$ cat config.mk
export PLATFORM = sky130hd
export DESIGN_NAME = text_console_cell_writer_core
export DESIGN_NICKNAME = d
export VERILOG_FILES = /design/src/rtl/tccw_pkg.sv /design/src/rtl/text_console_cell_writer_core.sv /design/src/rtl/tccw_ram.sv /design/src/rtl/tccw_ctrl.sv /design/src/rtl/tccw_dpath.sv
export SDC_FILE = /design/constraint.sdc
export NUM_CORES = 1
export LEC_CHECK = 0
export CAP_MARGIN = 30
export CORE_ASPECT_RATIO = 0.7
export CORE_MARGIN = 2
export CORE_UTILIZATION = 30
export DETAILED_ROUTE_END_ITERATION = 8
export DONT_BUFFER_PORTS = 1
export GPL_TIMING_DRIVEN = 0
export PLACE_DENSITY = 0.54
export SLEW_MARGIN = 10
export SYNTH_ARGS = -nofsm -noshare
export SYNTH_HDL_FRONTEND = slang
export SYNTH_HIERARCHICAL = 1
export SYNTH_SLANG_ARGS = --single-unit
export TNS_END_PERCENT = 30
$ cat constraint.sdc
create_clock -name aclk -period 4.9 [get_ports aclk]
set_input_delay 0.735 -clock aclk [delete_from_list [all_inputs] [get_ports aclk]]
set_output_delay 0.735 -clock aclk [all_outputs]
set_load 0.02 [all_outputs]
$ cat src/rtl/tccw_pkg.sv
// shared types and constants for the text console cell writer
`default_nettype none

package tccw_pkg;

    // item payload widths
    localparam int IN_DATA_W  = 48;
    localparam int IN_USER_W  = 3;
    localparam int OUT_DATA_W = 24;
    localparam int CFG_W      = 8;
    localparam int CELL_W     = 16;

    // result field widths
    localparam int ROW_OUT_W = 5;
    localparam int COL_OUT_W = 7;
    localparam int POS_OUT_W = 11;

    // character and attribute constants
    localparam logic [7:0] BLANK_CHAR   = 8'h20;
    localparam logic [7:0] NEWLINE_CHAR = 8'h0a;
    localparam logic [7:0] RESET_COLOR  = 8'h07;

    // operation codes, codes 5 to 7 do nothing
    localparam logic [2:0] OP_PUT   = 3'd0;
    localparam logic [2:0] OP_WRITE = 3'd1;
    localparam logic [2:0] OP_SET   = 3'd2;
    localparam logic [2:0] OP_COPY  = 3'd3;
    localparam logic [2:0] OP_CLEAR = 3'd4;

    typedef enum logic [2:0] {
        WR_NONE      = 3'd0,
        WR_ITEM      = 3'd1,
        WR_COPY      = 3'd2,
        WR_FILL_INIT = 3'd3,
        WR_FILL      = 3'd4,
        WR_SCROLL    = 3'd5
    } wr_sel_t;

    typedef enum logic [1:0] {
        RD_NONE        = 2'd0,
        RD_SRC         = 2'd1,
        RD_SCROLL_HEAD = 2'd2,
        RD_SCROLL_NEXT = 2'd3
    } rd_sel_t;

    typedef struct packed {
        logic    load_item;
        logic    exec;
        wr_sel_t wr_sel;
        rd_sel_t rd_sel;
        logic    sweep_clr;
        logic    sweep_inc;
        logic    out_load;
    } cmd_t;

    typedef struct packed {
        logic [2:0] op;
        logic       need_scroll;
        logic       copy_ok;
        logic       sweep_last;
        logic       out_free;
        logic       status_bit;
    } sts_t;

endpackage

`default_nettype wire

$ cat src/rtl/text_console_cell_writer_core.sv
// top level of the text console cell writer: controller, datapath and checks
// sequence: an item is taken in idle; in execute, write, set, unknown ops, a put that
//   does not scroll and an off-screen copy hand their result over; a valid copy reads
//   its source and writes it in the copy state; clear sweeps all ROWS*COLUMNS cells; a
//   put that scrolls primes a read, then sweeps the store; one item at a time
// reset: synchronous active low aresetn, cursor homes, then an init pass over all
//   ROWS*COLUMNS cells blanks the store while s_axis_tready stays low
`default_nettype none

module text_console_cell_writer_core #(
    parameter int COLUMNS = 80,
    parameter int ROWS    = 25
) (
    input  wire logic                               aclk,
    input  wire logic                               aresetn,
    // input items
    input  wire logic                               s_axis_tvalid,
    output logic                                    s_axis_tready,
    // character [7:0], row [15:8], col [23:16], src_row [31:24], src_col [39:32],
    // color [47:40]
    input  wire logic [tccw_pkg::IN_DATA_W-1:0]     s_axis_tdata,
    // operation [2:0]
    input  wire logic [tccw_pkg::IN_USER_W-1:0]     s_axis_tuser,
    // result items
    output logic                                    m_axis_tvalid,
    input  wire logic                               m_axis_tready,
    // cursor_row [4:0], cursor_col [11:5], cursor_pos [22:12], status [23]
    output logic      [tccw_pkg::OUT_DATA_W-1:0]    m_axis_tdata,
    // default color register
    input  wire logic                               cfg_we,
    input  wire logic [tccw_pkg::CFG_W-1:0]         cfg_wdata
);

    import tccw_pkg::*;

    cmd_t cmd;
    sts_t sts;

    // controller walks init, exec, copy, scroll and clear phases
    tccw_ctrl u_ctrl (
        .aclk         (aclk),
        .aresetn      (aresetn),
        .s_axis_tvalid(s_axis_tvalid),
        .s_axis_tready(s_axis_tready),
        .sts          (sts),
        .cmd          (cmd)
    );

    // datapath holds the item, cursor, screen store and output register
    tccw_dpath #(
        .COLUMNS(COLUMNS),
        .ROWS   (ROWS)
    ) u_dpath (
        .aclk         (aclk),
        .aresetn      (aresetn),
        .s_axis_tdata (s_axis_tdata),
        .s_axis_tuser (s_axis_tuser),
        .m_axis_tvalid(m_axis_tvalid),
        .m_axis_tready(m_axis_tready),
        .m_axis_tdata (m_axis_tdata),
        .cfg_we       (cfg_we),
        .cfg_wdata    (cfg_wdata),
        .cmd          (cmd),
        .sts          (sts)
    );

    // one item at a time: an accepted item closes the input until it is done
    a_one_at_a_time: assert property (@(posedge aclk) disable iff (!aresetn)
        (s_axis_tvalid && s_axis_tready) |=> !s_axis_tready)
        else $error("input reopened right after an accept");

    // the store must be blanked before the first item goes in
    a_init_blocks_input: assert property (@(posedge aclk)
        !aresetn |=> !s_axis_tready)
        else $error("input open right after reset");

    // an ignored status only comes from ops that take a position
    a_status_source: assert property (@(posedge aclk) disable iff (!aresetn)
        (cmd.out_load && sts.status_bit) |-> (sts.op == OP_WRITE || sts.op == OP_COPY))
        else $error("status set by an op without a position");

    // a result is loaded only into a free output register
    a_out_load_free: assert property (@(posedge aclk) disable iff (!aresetn)
        cmd.out_load |-> sts.out_free)
        else $error("result loaded over a waiting one");

endmodule

`default_nettype wire

$ cat src/rtl/tccw_ram.sv
// generic single write port, single read port ram with registered read
`default_nettype none

module tccw_ram #(
    parameter int WIDTH = 16,
    parameter int DEPTH = 2000
) (
    input  wire logic                     aclk,
    input  wire logic                     we,
    input  wire logic [$clog2(DEPTH)-1:0] waddr,
    input  wire logic [WIDTH-1:0]         wdata,
    input  wire logic                     re,
    input  wire logic [$clog2(DEPTH)-1:0] raddr,
    output logic      [WIDTH-1:0]         rdata
);

    logic [WIDTH-1:0] mem [DEPTH];

    always_ff @(posedge aclk) begin
        if (we) begin
            mem[waddr] <= wdata;
        end
        if (re) begin
            rdata <= mem[raddr];
        end
    end

endmodule

`default_nettype wire

$ cat src/rtl/tccw_ctrl.sv
// sequencing state machine for the console cell writer
`default_nettype none

module tccw_ctrl (
    input  wire logic           aclk,
    input  wire logic           aresetn,
    input  wire logic           s_axis_tvalid,
    output logic                s_axis_tready,
    input  wire tccw_pkg::sts_t sts,
    output tccw_pkg::cmd_t      cmd
);

    import tccw_pkg::*;

    typedef enum logic [7:0] {
        S_INIT   = 8'b0000_0001,
        S_IDLE   = 8'b0000_0010,
        S_EXEC   = 8'b0000_0100,
        S_COPY   = 8'b0000_1000,
        S_PRIME  = 8'b0001_0000,
        S_SCROLL = 8'b0010_0000,
        S_CLEAR  = 8'b0100_0000,
        S_RESULT = 8'b1000_0000
    } state_t;

    state_t state_reg;
    state_t state_next;
    logic   done;

    always_ff @(posedge aclk) begin
        if (!aresetn) begin
            state_reg <= S_INIT;
        end else begin
            state_reg <= state_next;
        end
    end

    always_comb begin
        state_next    = state_reg;
        s_axis_tready = 1'b0;
        done          = 1'b0;
        cmd.load_item = 1'b0;
        cmd.exec      = 1'b0;
        cmd.wr_sel    = WR_NONE;
        cmd.rd_sel    = RD_NONE;
        cmd.sweep_clr = 1'b0;
        cmd.sweep_inc = 1'b0;
        cmd.out_load  = 1'b0;

        case (state_reg)
            S_INIT: begin
                cmd.wr_sel    = WR_FILL_INIT;
                cmd.sweep_inc = 1'b1;
                if (sts.sweep_last) begin
                    state_next = S_IDLE;
                end
            end
            S_IDLE: begin
                s_axis_tready = 1'b1;
                if (s_axis_tvalid) begin
                    cmd.load_item = 1'b1;
                    state_next    = S_EXEC;
                end
            end
            S_EXEC: begin
                cmd.exec      = 1'b1;
                cmd.wr_sel    = WR_ITEM;
                cmd.sweep_clr = 1'b1;
                case (sts.op)
                    OP_PUT: begin
                        if (sts.need_scroll) begin
                            state_next = S_PRIME;
                        end else begin
                            done = 1'b1;
                        end
                    end
                    OP_COPY: begin
                        if (sts.copy_ok) begin
                            cmd.rd_sel = RD_SRC;
                            state_next = S_COPY;
                        end else begin
                            done = 1'b1;
                        end
                    end
                    OP_CLEAR: begin
                        state_next = S_CLEAR;
                    end
                    default: begin
                        done = 1'b1;
                    end
                endcase
            end
            S_COPY: begin
                cmd.wr_sel = WR_COPY;
                done       = 1'b1;
            end
            S_PRIME: begin
                cmd.rd_sel = RD_SCROLL_HEAD;
                state_next = S_SCROLL;
            end
            S_SCROLL: begin
                cmd.wr_sel    = WR_SCROLL;
                cmd.rd_sel    = RD_SCROLL_NEXT;
                cmd.sweep_inc = 1'b1;
                done          = sts.sweep_last;
            end
            S_CLEAR: begin
                cmd.wr_sel    = WR_FILL;
                cmd.sweep_inc = 1'b1;
                done          = sts.sweep_last;
            end
            S_RESULT: begin
                done = 1'b1;
            end
            default: begin
                state_next = S_IDLE;
            end
        endcase

        // hand the result over, or park until the output register frees up
        if (done) begin
            if (sts.out_free) begin
                cmd.out_load = 1'b1;
                state_next   = S_IDLE;
            end else begin
                state_next = S_RESULT;
            end
        end
    end

endmodule

`default_nettype wire

$ cat src/rtl/tccw_dpath.sv
// cursor, screen store and result register of the console cell writer
`default_nettype none

module tccw_dpath #(
    parameter int COLUMNS = 80,
    parameter int ROWS    = 25
) (
    input  wire logic                               aclk,
    input  wire logic                               aresetn,
    input  wire logic [tccw_pkg::IN_DATA_W-1:0]     s_axis_tdata,
    input  wire logic [tccw_pkg::IN_USER_W-1:0]     s_axis_tuser,
    output logic                                    m_axis_tvalid,
    input  wire logic                               m_axis_tready,
    output logic      [tccw_pkg::OUT_DATA_W-1:0]    m_axis_tdata,
    input  wire logic                               cfg_we,
    input  wire logic [tccw_pkg::CFG_W-1:0]         cfg_wdata,
    input  wire tccw_pkg::cmd_t                     cmd,
    output tccw_pkg::sts_t                          sts
);

    import tccw_pkg::*;

    localparam int CELLS  = ROWS * COLUMNS;
    localparam int ADDR_W = $clog2(CELLS);
    localparam int ROW_W  = $clog2(ROWS);
    localparam int COL_W  = $clog2(COLUMNS);

    // item registers
    logic [2:0]        op_reg;
    logic [7:0]        ch_reg;
    logic signed [7:0] r_reg;
    logic signed [7:0] c_reg;
    logic signed [7:0] sr_reg;
    logic signed [7:0] sc_reg;
    logic [7:0]        color_reg;

    logic [CFG_W-1:0]  dcolor_reg;
    logic [ROW_W-1:0]  cur_row_reg;
    logic [ROW_W-1:0]  cur_row_next;
    logic [COL_W-1:0]  cur_col_reg;
    logic [COL_W-1:0]  cur_col_next;
    logic [ADDR_W-1:0] sweep_reg;
    logic [ADDR_W-1:0] sweep_next;
    logic              m_valid_reg;
    logic              m_valid_next;
    logic [OUT_DATA_W-1:0] m_data_reg;

    logic              dst_ok;
    logic              src_ok;
    logic              newline;
    logic [ADDR_W-1:0] dst_addr;
    logic [ADDR_W-1:0] src_addr;
    logic [ADDR_W-1:0] cur_addr;
    logic [ROW_W:0]    row_inc;
    logic [COL_W:0]    col_inc;
    logic [ROW_W:0]    put_row_t;
    logic [COL_W-1:0]  put_col;
    logic              need_scroll;
    logic [ROW_W-1:0]  set_row;
    logic [COL_W-1:0]  set_col;
    logic              status_bit;
    logic              out_free;
    logic [31:0]       row_ext;
    logic [31:0]       col_ext;
    logic [31:0]       pos_ext;

    logic              ram_we;
    logic [ADDR_W-1:0] ram_waddr;
    logic [CELL_W-1:0] ram_wdata;
    logic              ram_re;
    logic [ADDR_W-1:0] ram_raddr;
    logic [CELL_W-1:0] ram_rdata;

    // position checks and addresses
    assign dst_ok = !r_reg[7] && (r_reg[6:0] < 7'(ROWS)) &&
                    !c_reg[7] && (c_reg[6:0] < 7'(COLUMNS));
    assign src_ok = !sr_reg[7] && (sr_reg[6:0] < 7'(ROWS)) &&
                    !sc_reg[7] && (sc_reg[6:0] < 7'(COLUMNS));
    assign dst_addr = ADDR_W'(r_reg[6:0]) * ADDR_W'(COLUMNS) + ADDR_W'(c_reg[6:0]);
    assign src_addr = ADDR_W'(sr_reg[6:0]) * ADDR_W'(COLUMNS) + ADDR_W'(sc_reg[6:0]);
    assign cur_addr = ADDR_W'(cur_row_reg) * ADDR_W'(COLUMNS) + ADDR_W'(cur_col_reg);

    // cursor advance for put at cursor
    assign newline = (ch_reg == NEWLINE_CHAR);
    assign row_inc = {1'b0, cur_row_reg} + (ROW_W+1)'(1);
    assign col_inc = {1'b0, cur_col_reg} + (COL_W+1)'(1);

    always_comb begin
        if (newline || (col_inc >= (COL_W+1)'(COLUMNS))) begin
            put_col   = '0;
            put_row_t = row_inc;
        end else begin
            put_col   = col_inc[COL_W-1:0];
            put_row_t = {1'b0, cur_row_reg};
        end
    end

    assign need_scroll = (put_row_t >= (ROW_W+1)'(ROWS));

    // clamp for set cursor
    always_comb begin
        if (r_reg[7]) begin
            set_row = '0;
        end else if (r_reg[6:0] >= 7'(ROWS)) begin
            set_row = ROW_W'(ROWS - 1);
        end else begin
            set_row = ROW_W'(r_reg[6:0]);
        end
        if (c_reg[7]) begin
            set_col = '0;
        end else if (c_reg[6:0] >= 7'(COLUMNS)) begin
            set_col = COL_W'(COLUMNS - 1);
        end else begin
            set_col = COL_W'(c_reg[6:0]);
        end
    end

    always_comb begin
        cur_row_next = cur_row_reg;
        cur_col_next = cur_col_reg;
        if (cmd.exec) begin
            case (op_reg)
                OP_PUT: begin
                    cur_col_next = put_col;
                    cur_row_next = need_scroll ? ROW_W'(ROWS - 1) : put_row_t[ROW_W-1:0];
                end
                OP_SET: begin
                    cur_row_next = set_row;
                    cur_col_next = set_col;
                end
                OP_CLEAR: begin
                    cur_row_next = '0;
                    cur_col_next = '0;
                end
                default: begin
                    cur_row_next = cur_row_reg;
                    cur_col_next = cur_col_reg;
                end
            endcase
        end
    end

    assign status_bit = ((op_reg == OP_WRITE) && !dst_ok) ||
                        ((op_reg == OP_COPY) && !(dst_ok && src_ok));

    // sweep counter for reset fill, clear and scroll
    always_comb begin
        sweep_next = sweep_reg;
        if (cmd.sweep_clr) begin
            sweep_next = '0;
        end else if (cmd.sweep_inc) begin
            sweep_next = sweep_reg + ADDR_W'(1);
        end
    end

    // store write port
    always_comb begin
        ram_we    = 1'b0;
        ram_waddr = sweep_reg;
        ram_wdata = {dcolor_reg, BLANK_CHAR};
        case (cmd.wr_sel)
            WR_ITEM: begin
                if (op_reg == OP_PUT && !newline) begin
                    ram_we    = 1'b1;
                    ram_waddr = cur_addr;
                    ram_wdata = {dcolor_reg, ch_reg};
                end else if (op_reg == OP_WRITE && dst_ok) begin
                    ram_we    = 1'b1;
                    ram_waddr = dst_addr;
                    ram_wdata = {color_reg, ch_reg};
                end
            end
            WR_COPY: begin
                ram_we    = 1'b1;
                ram_waddr = dst_addr;
                ram_wdata = ram_rdata;
            end
            WR_FILL_INIT: begin
                ram_we    = 1'b1;
                ram_wdata = {RESET_COLOR, BLANK_CHAR};
            end
            WR_FILL: begin
                ram_we = 1'b1;
            end
            WR_SCROLL: begin
                ram_we = 1'b1;
                if (sweep_reg < ADDR_W'(CELLS - COLUMNS)) begin
                    ram_wdata = ram_rdata;
                end
            end
            default: begin
                ram_we = 1'b0;
            end
        endcase
    end

    // store read port, scroll reads run one row ahead of the writes
    always_comb begin
        ram_re    = 1'b1;
        ram_raddr = '0;
        case (cmd.rd_sel)
            RD_SRC: begin
                ram_raddr = src_addr;
            end
            RD_SCROLL_HEAD: begin
                ram_raddr = ADDR_W'(COLUMNS);
            end
            RD_SCROLL_NEXT: begin
                if (sweep_reg < ADDR_W'(CELLS - COLUMNS - 1)) begin
                    ram_raddr = sweep_reg + ADDR_W'(COLUMNS + 1);
                end
            end
            default: begin
                ram_re = 1'b0;
            end
        endcase
    end

    tccw_ram #(
        .WIDTH(CELL_W),
        .DEPTH(CELLS)
    ) u_screen (
        .aclk (aclk),
        .we   (ram_we),
        .waddr(ram_waddr),
        .wdata(ram_wdata),
        .re   (ram_re),
        .raddr(ram_raddr),
        .rdata(ram_rdata)
    );

    // result fields, masked to their widths
    assign row_ext = 32'(cur_row_next);
    assign col_ext = 32'(cur_col_next);
    assign pos_ext = row_ext * 32'(COLUMNS) + col_ext;

    assign out_free     = !m_valid_reg || m_axis_tready;
    assign m_valid_next = cmd.out_load ? 1'b1 : (m_axis_tready ? 1'b0 : m_valid_reg);

    always_ff @(posedge aclk) begin
        if (!aresetn) begin
            cur_row_reg <= '0;
            cur_col_reg <= '0;
            dcolor_reg  <= RESET_COLOR;
            sweep_reg   <= '0;
            m_valid_reg <= 1'b0;
        end else begin
            cur_row_reg <= cur_row_next;
            cur_col_reg <= cur_col_next;
            sweep_reg   <= sweep_next;
            m_valid_reg <= m_valid_next;
            if (cfg_we) begin
                dcolor_reg <= cfg_wdata;
            end
        end
    end

    always_ff @(posedge aclk) begin
        if (cmd.load_item) begin
            op_reg    <= s_axis_tuser;
            ch_reg    <= s_axis_tdata[7:0];
            r_reg     <= s_axis_tdata[15:8];
            c_reg     <= s_axis_tdata[23:16];
            sr_reg    <= s_axis_tdata[31:24];
            sc_reg    <= s_axis_tdata[39:32];
            color_reg <= s_axis_tdata[47:40];
        end
        if (cmd.out_load) begin
            m_data_reg <= {status_bit, pos_ext[POS_OUT_W-1:0],
                           col_ext[COL_OUT_W-1:0], row_ext[ROW_OUT_W-1:0]};
        end
    end

    assign m_axis_tvalid = m_valid_reg;
    assign m_axis_tdata  = m_data_reg;

    assign sts.op          = op_reg;
    assign sts.need_scroll = need_scroll;
    assign sts.copy_ok     = dst_ok && src_ok;
    assign sts.sweep_last  = (sweep_reg == ADDR_W'(CELLS - 1));
    assign sts.out_free    = out_free;
    assign sts.status_bit  = status_bit;

endmodule

`default_nettype wire

After elaboration in Yosys (flattened, before gate mapping):

Index checks and enable logic that the tools add are counted.

* logic and storage cells: 105
* input port bits: 64
* bits in registers: 99
* output and inout bits: 26

* equality and inequality tests: 20
* bitwise gates (word level): 1
* $mul: 1
* mux-type cells: 32
* reduce and logical (&&, ||, !) cells: 27
* $lt $le $gt $ge: 8
* $add $sub $neg: 4

Operators by type and width (count)
* 2-to-1 mux 8 bit: 6
* one-hot mux 8 bit (5 select lines): 1
* 2-to-1 mux 7 bit: 4
* one-hot mux 8 bit (3 select lines): 1
* one-hot mux 7 bit (3 select lines): 1
* 2-to-1 mux 5 bit: 4
* equality test 8 x 4 -> 1 bit, second input constant: 2
* one-hot mux 5 bit (3 select lines): 1
* < comparator 7 x 5 -> 1 bit, second input constant: 2
* < comparator 7 bit, second input constant: 2
* adder 11 x 1 -> 11 bit, second input constant: 1
* adder 11 x 7 -> 11 bit: 1
* equality test 11 bit, second input constant: 1
* 2-to-1 mux 1 bit: 11
* logical AND 1 bit: 9
* adder 7 x 1 -> 8 bit, second input constant: 1
* equality test 8 x 1 -> 1 bit, second input constant: 1
* equality test 8 x 2 -> 1 bit, second input constant: 1
* equality test 8 x 3 -> 1 bit, second input constant: 1
* equality test 8 x 5 -> 1 bit, second input constant: 1
* equality test 8 x 6 -> 1 bit, second input constant: 1
* equality test 8 x 7 -> 1 bit, second input constant: 1
* equality test 8 bit, second input constant: 1
* >= comparator 8 x 7 -> 1 bit, second input constant: 1
* 24 further kinds: 37

Longest topological paths before layout:

Gate-level depths: netlist (run 1).

* depth after elaboration: 10
* mapped depth: 19
* gate-level depth less buffers: 16

Hierarchy:

The synthesis (run 1) kept the hierarchy.

By module, submodules not included
* tccw_dpath: cells an instance 317, times used 1, area each 3843.7 µm², sequential area each 2252.2 µm²
* tccw_ctrl: cells an instance 79, times used 1, area each 641.9 µm², sequential area each 160.2 µm²

Worst setup path before layout (run 1):

No wires, ideal clock.

* path kind: flip-flop to flip-flop
* start point: register u_ctrl.state_reg[0]
* end point: register u_dpath.m_data_reg[22] (netlist: u_dpath/m_axis_tdata[22]) (data pin)
* library setup time: 0.270 ns
* buffers on the path: 2
* slack: 0.705 ns
* data required time: 4.630 ns
* data arrival time: 3.924 ns
* cell stages (with the launch flop): 17
* clock period less this slack: 4.195 ns
* path through: dfxtp_1 -> buf_6 -> or4_4 -> nor4_4 -> buf_4 -> nand2b_1 -> a21o_1 -> or3_1 -> o221ai_1 -> o211ai_2 -> ha_1 -> inv_1 -> fa_1 -> or2_2 -> o21a_1 -> o32ai_1 -> xor2_1

RTL lines
* from (decl): line tccw_ctrl.sv:26 `state_t state_reg;`
* from (signal assigned): line tccw_ctrl.sv:34 `state_reg <= state_next;`
* to (signal assigned): line tccw_dpath.sv:269 `m_data_reg <= {status_bit, pos_ext[POS_OUT_W-1:0],`
* to (decl): line tccw_dpath.sv:46 `logic [OUT_DATA_W-1:0] m_data_reg;`

==> impl_metrics.yaml, run 1 <==
logic_synthesis:
  avgSynthCellArea_sq_um: 11.4
  syn-instance-count: 388
  syn-cell-area_sq_um: 4430
  synth_nets: 466
  ys.warnings.count: 6
final_layout:
  multi_input_area_sq_um: 1860
  layout-drive-gt1-share_pct: 13.8
  number_of_flip_flops_under_the_largest_register_name: 20
  final_cell_area_sq_um: 5010
  antenna_cells: 0
  layout-area-overhead-vs-synth_pct: 13.0
  count_of_fill_cells_added_during_filler_insertion: 1462
  seqCellArea_sq_um: 2410
  nNetsFinal: 479
min_path:
  worstHoldPathType: "input pin to flip-flop"
  worstHoldStart: "aresetn"
  min_delay_path_depth: 1
  hold-path-endpoint: "u_ctrl/state_reg[0]"
grt:
  globalRoute.totalOverflow: 0
  initial_antenna_violation_count: 0
  grt_first_pass_wirelength_mm: 14.9
  grt_pass1_vias: 2815
  grt.total_usage_pct: 12.5
  grt_max_degree: 40
critical_path:
  timing.critical_path.from_type: "flip-flop"
  crit-reg2reg-capture: "u_dpath/m_axis_tdata[22]"
  worstRegToRegCells: 15
  critPathKind: "flip-flop to flip-flop"
  crit_start: "u_ctrl/state_reg[7]"
  timing.critical_path.fanout_max: 10
  timing.critical_path.arrival_ps: 4710
  r2r-start: "u_ctrl/state_reg[7]"
  worst_setup_path_end_kind: "flip-flop"
  worstPathRequired_ps: 4980
  timing.reg2reg.setup_slack_ps: 260
sta:
  setup_viol_count_final: 0
  tightest_slew_ps: 814
  finalCriticalPeriod_ps: 4640
  rsz0062_at_grt: "no"
  layout_worst_path_cycle_share_pct: 94.7
  max_freq_ghz: 0.216
  finalHoldViolCount: 0
  max-slew-margin-rel_pct: 45.3
  finClkSkew_ps: 11.8
  timing.setup.tns_ps: 0
  timing.final.max_slew_violations: 0
clock_tree:
  cts.reportedPaths.clkPinSlew_ps: 70
  tritoncts: "built"
  cts_root_buffer: "clkbuf_16"
  cts.sinks: 91
  clk_path_buf_depth: 2
  clock_latency_at_the_later_pin_of_the_worst_skew_pair_ps: 350
  cts-buffers-inserted: 9
  cts_h_tree_depth: 3
pwr:
  switching_share_pct: 21.9
  vdd_ir_drop_max_mv: 0.280
  power.sequential.fraction_pct: 53.0
  p_sw_w: 0.000346
  pwr-share-comb_pct: 4.2
  cell_internal_pwr_w: 0.00124
  clock_power_share_pct: 42.8
  post-layout-total-power_w: 0.00158
  cellPowerDensity_nw_per_um2: 316
  cellLeakagePower_nw: 1.71
floorplanning:
  floorplan.die.height_um: 106
  die_footprint_sq_um: 15800
  floorplan.core_area_sq_um: 14600
  rows: 37
  initial_utilization_pct: 30.4
  chipWidth_um: 149
  boundaryPins: 90
run:
  number_of_violations_of_the_max_capacitance_limit: 0
detailed_routing:
  route.antenna.remaining_nets: 0
  drc: 0
  vias: 3029
  detail_route.wl_per_cell_um: 15.6
  postRouteWirelength_mm: 9.37
  vias_per_cell: 5.04
  dr.first_iter.drc_count: 162
  first_pass_iters: 4
placement:
  place.detailed.hpwl_mm: 6.93
  globalplace.congestion: 0.861
  placed_area_sq_um: 4700
  io_buffers: 0
status:
  outcome: "finished, final reports clean"
[worst max path at each step]
| stage | to | cells after the start |
|---|---|---|
| floorplan | u_dpath/m_axis_tdata[22] | 16 |
| detailed placement | u_dpath/m_axis_tdata[22] | 17 |
| CTS | u_dpath/m_axis_tdata[22] | 15 |
| global route | u_dpath/m_axis_tdata[22] | 18 |
| finish | u_dpath/m_axis_tdata[22] | 15 |
| global placement | u_dpath/m_axis_tdata[22] | 15 |
[critical path, cell delays in order, from the launching register on]
cell and delay (ps):
dfxtp_1 380, or4_4 600, nor4_4 290, buf_4 170
nand2b_1 110, a21o_1 250, clkbuf_1 270, a22oi_1 300
o21ai_2 170, ha_1 320, ha_1 220, inv_1 70
fa_1 450, or2_2 340, o32ai_1 280, xor2_1 120
[per-stage QoR]
stage          worst slack (ps)  std cells  hold WS [ps]  util [%]
3_5_place_dp               37.4        584           484      32.2
3_3_place_gp               34.9        583           473      32.1
4_1_cts                    13.2        600           449      34.3
5_1_grt                    42.5        601           454      34.3
6_report                    261        601           466      34.3
2_1_floorplan               711        388           458         -
[routing by layer]
metal | GRT usage [%] | up-vias | routed length (um)
li1 | - | 1489 | -
met1 | 18.1 | 1417 | 4840
met2 | 16.5 | 110 | 3540
met3 | 5.41 | 13 | 837
met4 | 4.22 | 0 | 150
met5 | 0 | - | 0
[layout by cell type, fill, tap and decap left out, types with 3 or more instances in the layout]
cell       instances
a21o_1             5
a21oi_1           15
a22o_1             3
a22oi_1            4
and2_1            12
and3_1             6
buf_2              4
buf_4              8
clkbuf_1           8
clkbuf_16         10
dfxtp_1           32
edfxtp_1          59
ha_1              12
inv_1             15
inv_6              3
mux2i_1            4
nand2_1           19
nand2b_1           7
nand3_1           17
nand4_1            8
nor2_1            27
nor2b_1            3
nor3_1             8
nor3b_1            3
nor4_1             5
o21a_1             3
o21ai_0           14
o311ai_0           3
or2_2              6
or3_1              5
or4_1              4
xnor2_1            7
xor2_1            10
[power groups by stage]
stage / clock, W / combinational (W) / sequential [W]
detailed placement: 0 / 0.0000664 / 0.000855
CTS: 0.000701 / 0.0000667 / 0.000838
global placement: 0 / 0.0000630 / 0.000854
global route: 0.000738 / 0.0000748 / 0.000840
floorplan: 0 / 0.0000539 / 0.000852
finish: 0.000678 / 0.0000666 / 0.000838
[what timing repair did]
action                     CTS  global route
gates resized for setup      1             1
setup endpoints to repair    1             1
pin swaps                    0             1
hold buffers                 0             0
buffers inserted             0             1
[final cells by class]
class	count	area share (%)
Sequential cell	91	48.2
Clock buffer	11	5.07
Buffer	20	2.27
Timing Repair Buffer	2	0.550
Inverter	15	1.12
Tap cell	195	4.87
Clock inverter	5	0.850
Multi-Input combinational cell	262	37.1
(Power assumes the default switching activity.)
==> inputs of run 2 (changes only) <==
Settings changed: SYNTH_HIERARCHICAL 1 to unset.
==> run 2 against run 1 <==
Against the previous run: cell area decreased by 0.42%; die area decreased by 0.49%; final cell count increased by 0.33%; core utilization about the same; via count increased by 4.3%; highest routed layer is now met5; synthesized area decreased by 0.51%; largest cell class unchanged; power decreased by 1.1%; first-iteration DRC count increased by 5.6%; critical endpoint is now u_dpath.m_axis_tdata[22]; worst hold slack improved by 23 ps; sequential power about the same; sequential share of layout area increased by 0.21 points.
==> impl_metrics.yaml, run 2 <==
status:
  outcome: "finished, final reports clean"
logic_synthesis:
  synth.top_cells.by_area: "edfxtp_1, dfxtp_1, ha_1, xor2_1, nand2_1"
  synth_compound_area_share_pct: 15.8
  share_of_yosys_cell_area_claimed_by_the_top_area_cell_type_pct: 40.2
  yosysTopAreaCell: "edfxtp_1"
  dominantRegCellSynth: "edfxtp_1"
  avgSynthCellArea_sq_um: 11.3
  yosys_register_bits: 91
  post_synth_and_or_nand_nor_area_fraction_pct: 19.1
  ys.warnings.count: 0
  synthXorXnorAreaFrac_pct: 3.78
  synth_top_family_by_area: "simple AND/OR/NAND/NOR gates"
  synth_cell_types: 68
  asyncSetResetFlopFracSynth_pct: 0
  synth_adder_area_share_pct: 3.58
  synth_commonest_cells: "edfxtp_1, dfxtp_1, nand2_1"
  post-synth-top-count-cell: "edfxtp_1"
  yosysSeqAreaShare_pct: 54.7
  synth.mux.area_fraction_pct: 0.227
  synth_nets: 466
  post_synth_edffs: 59
  syn-cell-area_sq_um: 4410
  syn-instance-count: 390
min_path:
  worstHoldStart: "s_axis_tdata[7]"
  hold-path-endpoint: "u_dpath.ch_reg[7]"
  worstHoldPathType: "input pin to flip-flop"
  min_delay_path_depth: 0
clock_tree:
  cts_h_tree_depth: 3
  clock_latency_at_the_later_pin_of_the_worst_skew_pair_ps: 340
  tritoncts: "built"
  cts_root_buffer: "clkbuf_16"
  cts_hold_buffers: 0
  clk_path_buf_depth: 2
  cts.reportedPaths.clkPinSlew_ps: 60
  postCtsSetupRepairBufs: 0
  cts-buffers-inserted: 9
  cts.sinks: 91
  cts-resized-gates: 0
final_layout:
  layout_common_cells: "edfxtp_1, dfxtp_1, nand2_1, nor2_1, o21ai_0"
  antenna_cells: 0
  mostFrequentLayoutCell: "edfxtp_1"
  nNetsFinal: 480
  number_of_flip_flops_under_the_largest_register_name: 20
  layout-area-overhead-vs-synth_pct: 13.1
  layout-drive-gt1-share_pct: 10.5
  instances_no_fill: 603
  count_of_fill_cells_added_during_filler_insertion: 1477
sta:
  timing.final.max_slew_violations: 0
  max_freq_ghz: 0.221
  timing.setup.tns_ps: 0
  max-slew-margin-rel_pct: 47.8
  finalHoldViolCount: 0
  tightest_slew_ps: 777
  layout_worst_path_cycle_share_pct: 92.3
  finClkSkew_ps: 8.04
  setup_viol_count_final: 0
  rsz0062_at_grt: "no"
  finalCriticalPeriod_ps: 4520
pwr:
  vdd_ir_drop_max_mv: 0.144
  p_sw_w: 0.000322
  switching_share_pct: 20.6
  cellLeakagePower_nw: 1.69
  cell_internal_pwr_w: 0.00124
  clock_power_share_pct: 42.6
  pwr-share-comb_pct: 3.8
  cellPowerDensity_nw_per_um2: 314
  power.sequential.fraction_pct: 53.6
detailed_routing:
  vias_per_cell: 5.24
  dr.first_iter.drc_count: 171
  vias: 3158
  drc: 0
  route.antenna.remaining_nets: 0
  first_pass_iters: 4
  postRouteWirelength_mm: 9.60
  detail_route.wl_per_cell_um: 15.9
critical_path:
  worstPathRequired_ps: 4990
  timing.reg2reg.setup_slack_ps: 380
  cp_slowest_stage_delay_ps: 480
  timing.critical_path.fanout_max: 7
  worst_setup_path_end_kind: "flip-flop"
  critPathKind: "flip-flop to flip-flop"
  timing.critical_path.arrival_ps: 4620
  timing.critical_path.from_type: "flip-flop"
  r2r-start: "u_dpath.cur_row_reg[1]"
  crit_start: "u_dpath.cur_row_reg[1]"
  worstRegToRegCells: 14
  path_cells: "ha_1, o21ba_2, a311oi_1, o21ai_0, a211oi_1, a41oi_1, o22ai_1, ha_1, fa_1, xnor2_1, nor2_1, and2_1, a31oi_1, xnor2_1"
  crit-reg2reg-capture: "u_dpath.m_axis_tdata[22]"
  critical-path-slowest-cell: "fa_1"
grt:
  grt_first_pass_wirelength_mm: 15.7
  initial_antenna_violation_count: 1
  grt_max_degree: 33
  globalRoute.totalOverflow: 0
  grt.total_usage_pct: 12.9
  grt_pass1_vias: 3096
floorplanning:
  initial_utilization_pct: 30.3
  boundaryPins: 90
  floorplan.core_area_sq_um: 14500
  die_footprint_sq_um: 15700
  floorplan.die.height_um: 105
  rows: 37
  chipWidth_um: 149
placement:
  place.detailed.hpwl_mm: 7.17
  globalplace.congestion: 0.848
  numPlacedInstances: 587
  io_buffers: 0
run:
  number_of_violations_of_the_max_capacitance_limit: 0
## run 2: logic make-up after synthesis
group	Yosys count
AND/OR/NAND/NOR	144
AO/OA/AOI/OAI	96
flip-flops	91
buffers and inverters	27
XOR/XNOR	19
adder cells (fa/ha/maj)	12
multiplexers	1
## run 2: layout make-up
class | instances | area [sq um] | share of cell area [%]
buffer | 15 | 77.6 | 1.56
clock buffer | 10 | 229 | 4.59
clock inverter | 5 | 55.1 | 1.10
inverter | 12 | 45.0 | 0.903
multi-input combinational | 272 | 1880 | 37.8
sequential | 91 | 2410 | 48.4
tap | 195 | 244 | 4.89
timing repair buffer | 3 | 40.0 | 0.803
## run 2: worst max-delay path by stage
stage                                     to  slack, ps
CTS                 u_dpath.m_axis_tdata[22]        400
detailed placement  u_dpath.m_axis_tdata[22]        440
global placement    u_dpath.m_axis_tdata[22]        300
finish              u_dpath.m_axis_tdata[22]        380
global route        u_dpath.m_axis_tdata[21]        130
floorplan           u_dpath.m_axis_tdata[22]        950
## run 2: layer usage
metal | part of all wire (%) | global-route usage [%] | up-vias | wire (um)
met3 | 5.6 | 4.20 | 20 | 539
met4 | 2.1 | 4.83 | 2 | 201
met2 | 44 | 19.5 | 81 | 4200
met1 | 48 | 17.2 | 1531 | 4650
met5 | 0.11 | 0 | - | 11
li1 | - | - | 1524 | -
## run 2: stage by stage
step	hold WS, ps	power [W]	worst slack, ps	util [%]	cell area [sq um]
after CTS	475	0.00159	400	34.3	4980
after floorplan	452	0.000901	950	-	4410
after detailed placement	486	0.000915	442	32.3	4700
final	489	0.00156	375	34.3	4990
after global placement	469	0.000912	297	32.0	4650
after global routing	471	0.00162	129	34.3	4990
## run 2: power groups by stage
| stage | logic [W] | clock network, W | registers [W] |
|---|---|---|---|
| floorplan | 0.0000484 | 0 | 0.000853 |
| global placement | 0.0000575 | 0 | 0.000855 |
| detailed placement | 0.0000598 | 0 | 0.000855 |
| CTS | 0.0000603 | 0.000691 | 0.000838 |
| global route | 0.0000683 | 0.000716 | 0.000841 |
| finish | 0.0000596 | 0.000666 | 0.000839 |
## run 2: worst max-delay path, delay by kind of cell, from the launching register on
family	cells	cell delay, ps
AND/OR/NAND/NOR	2	300
adder cells (fa/ha/maj)	3	1130
AO/OA/AOI/OAI	7	2090
flip-flops	1	430
XOR/XNOR	2	320
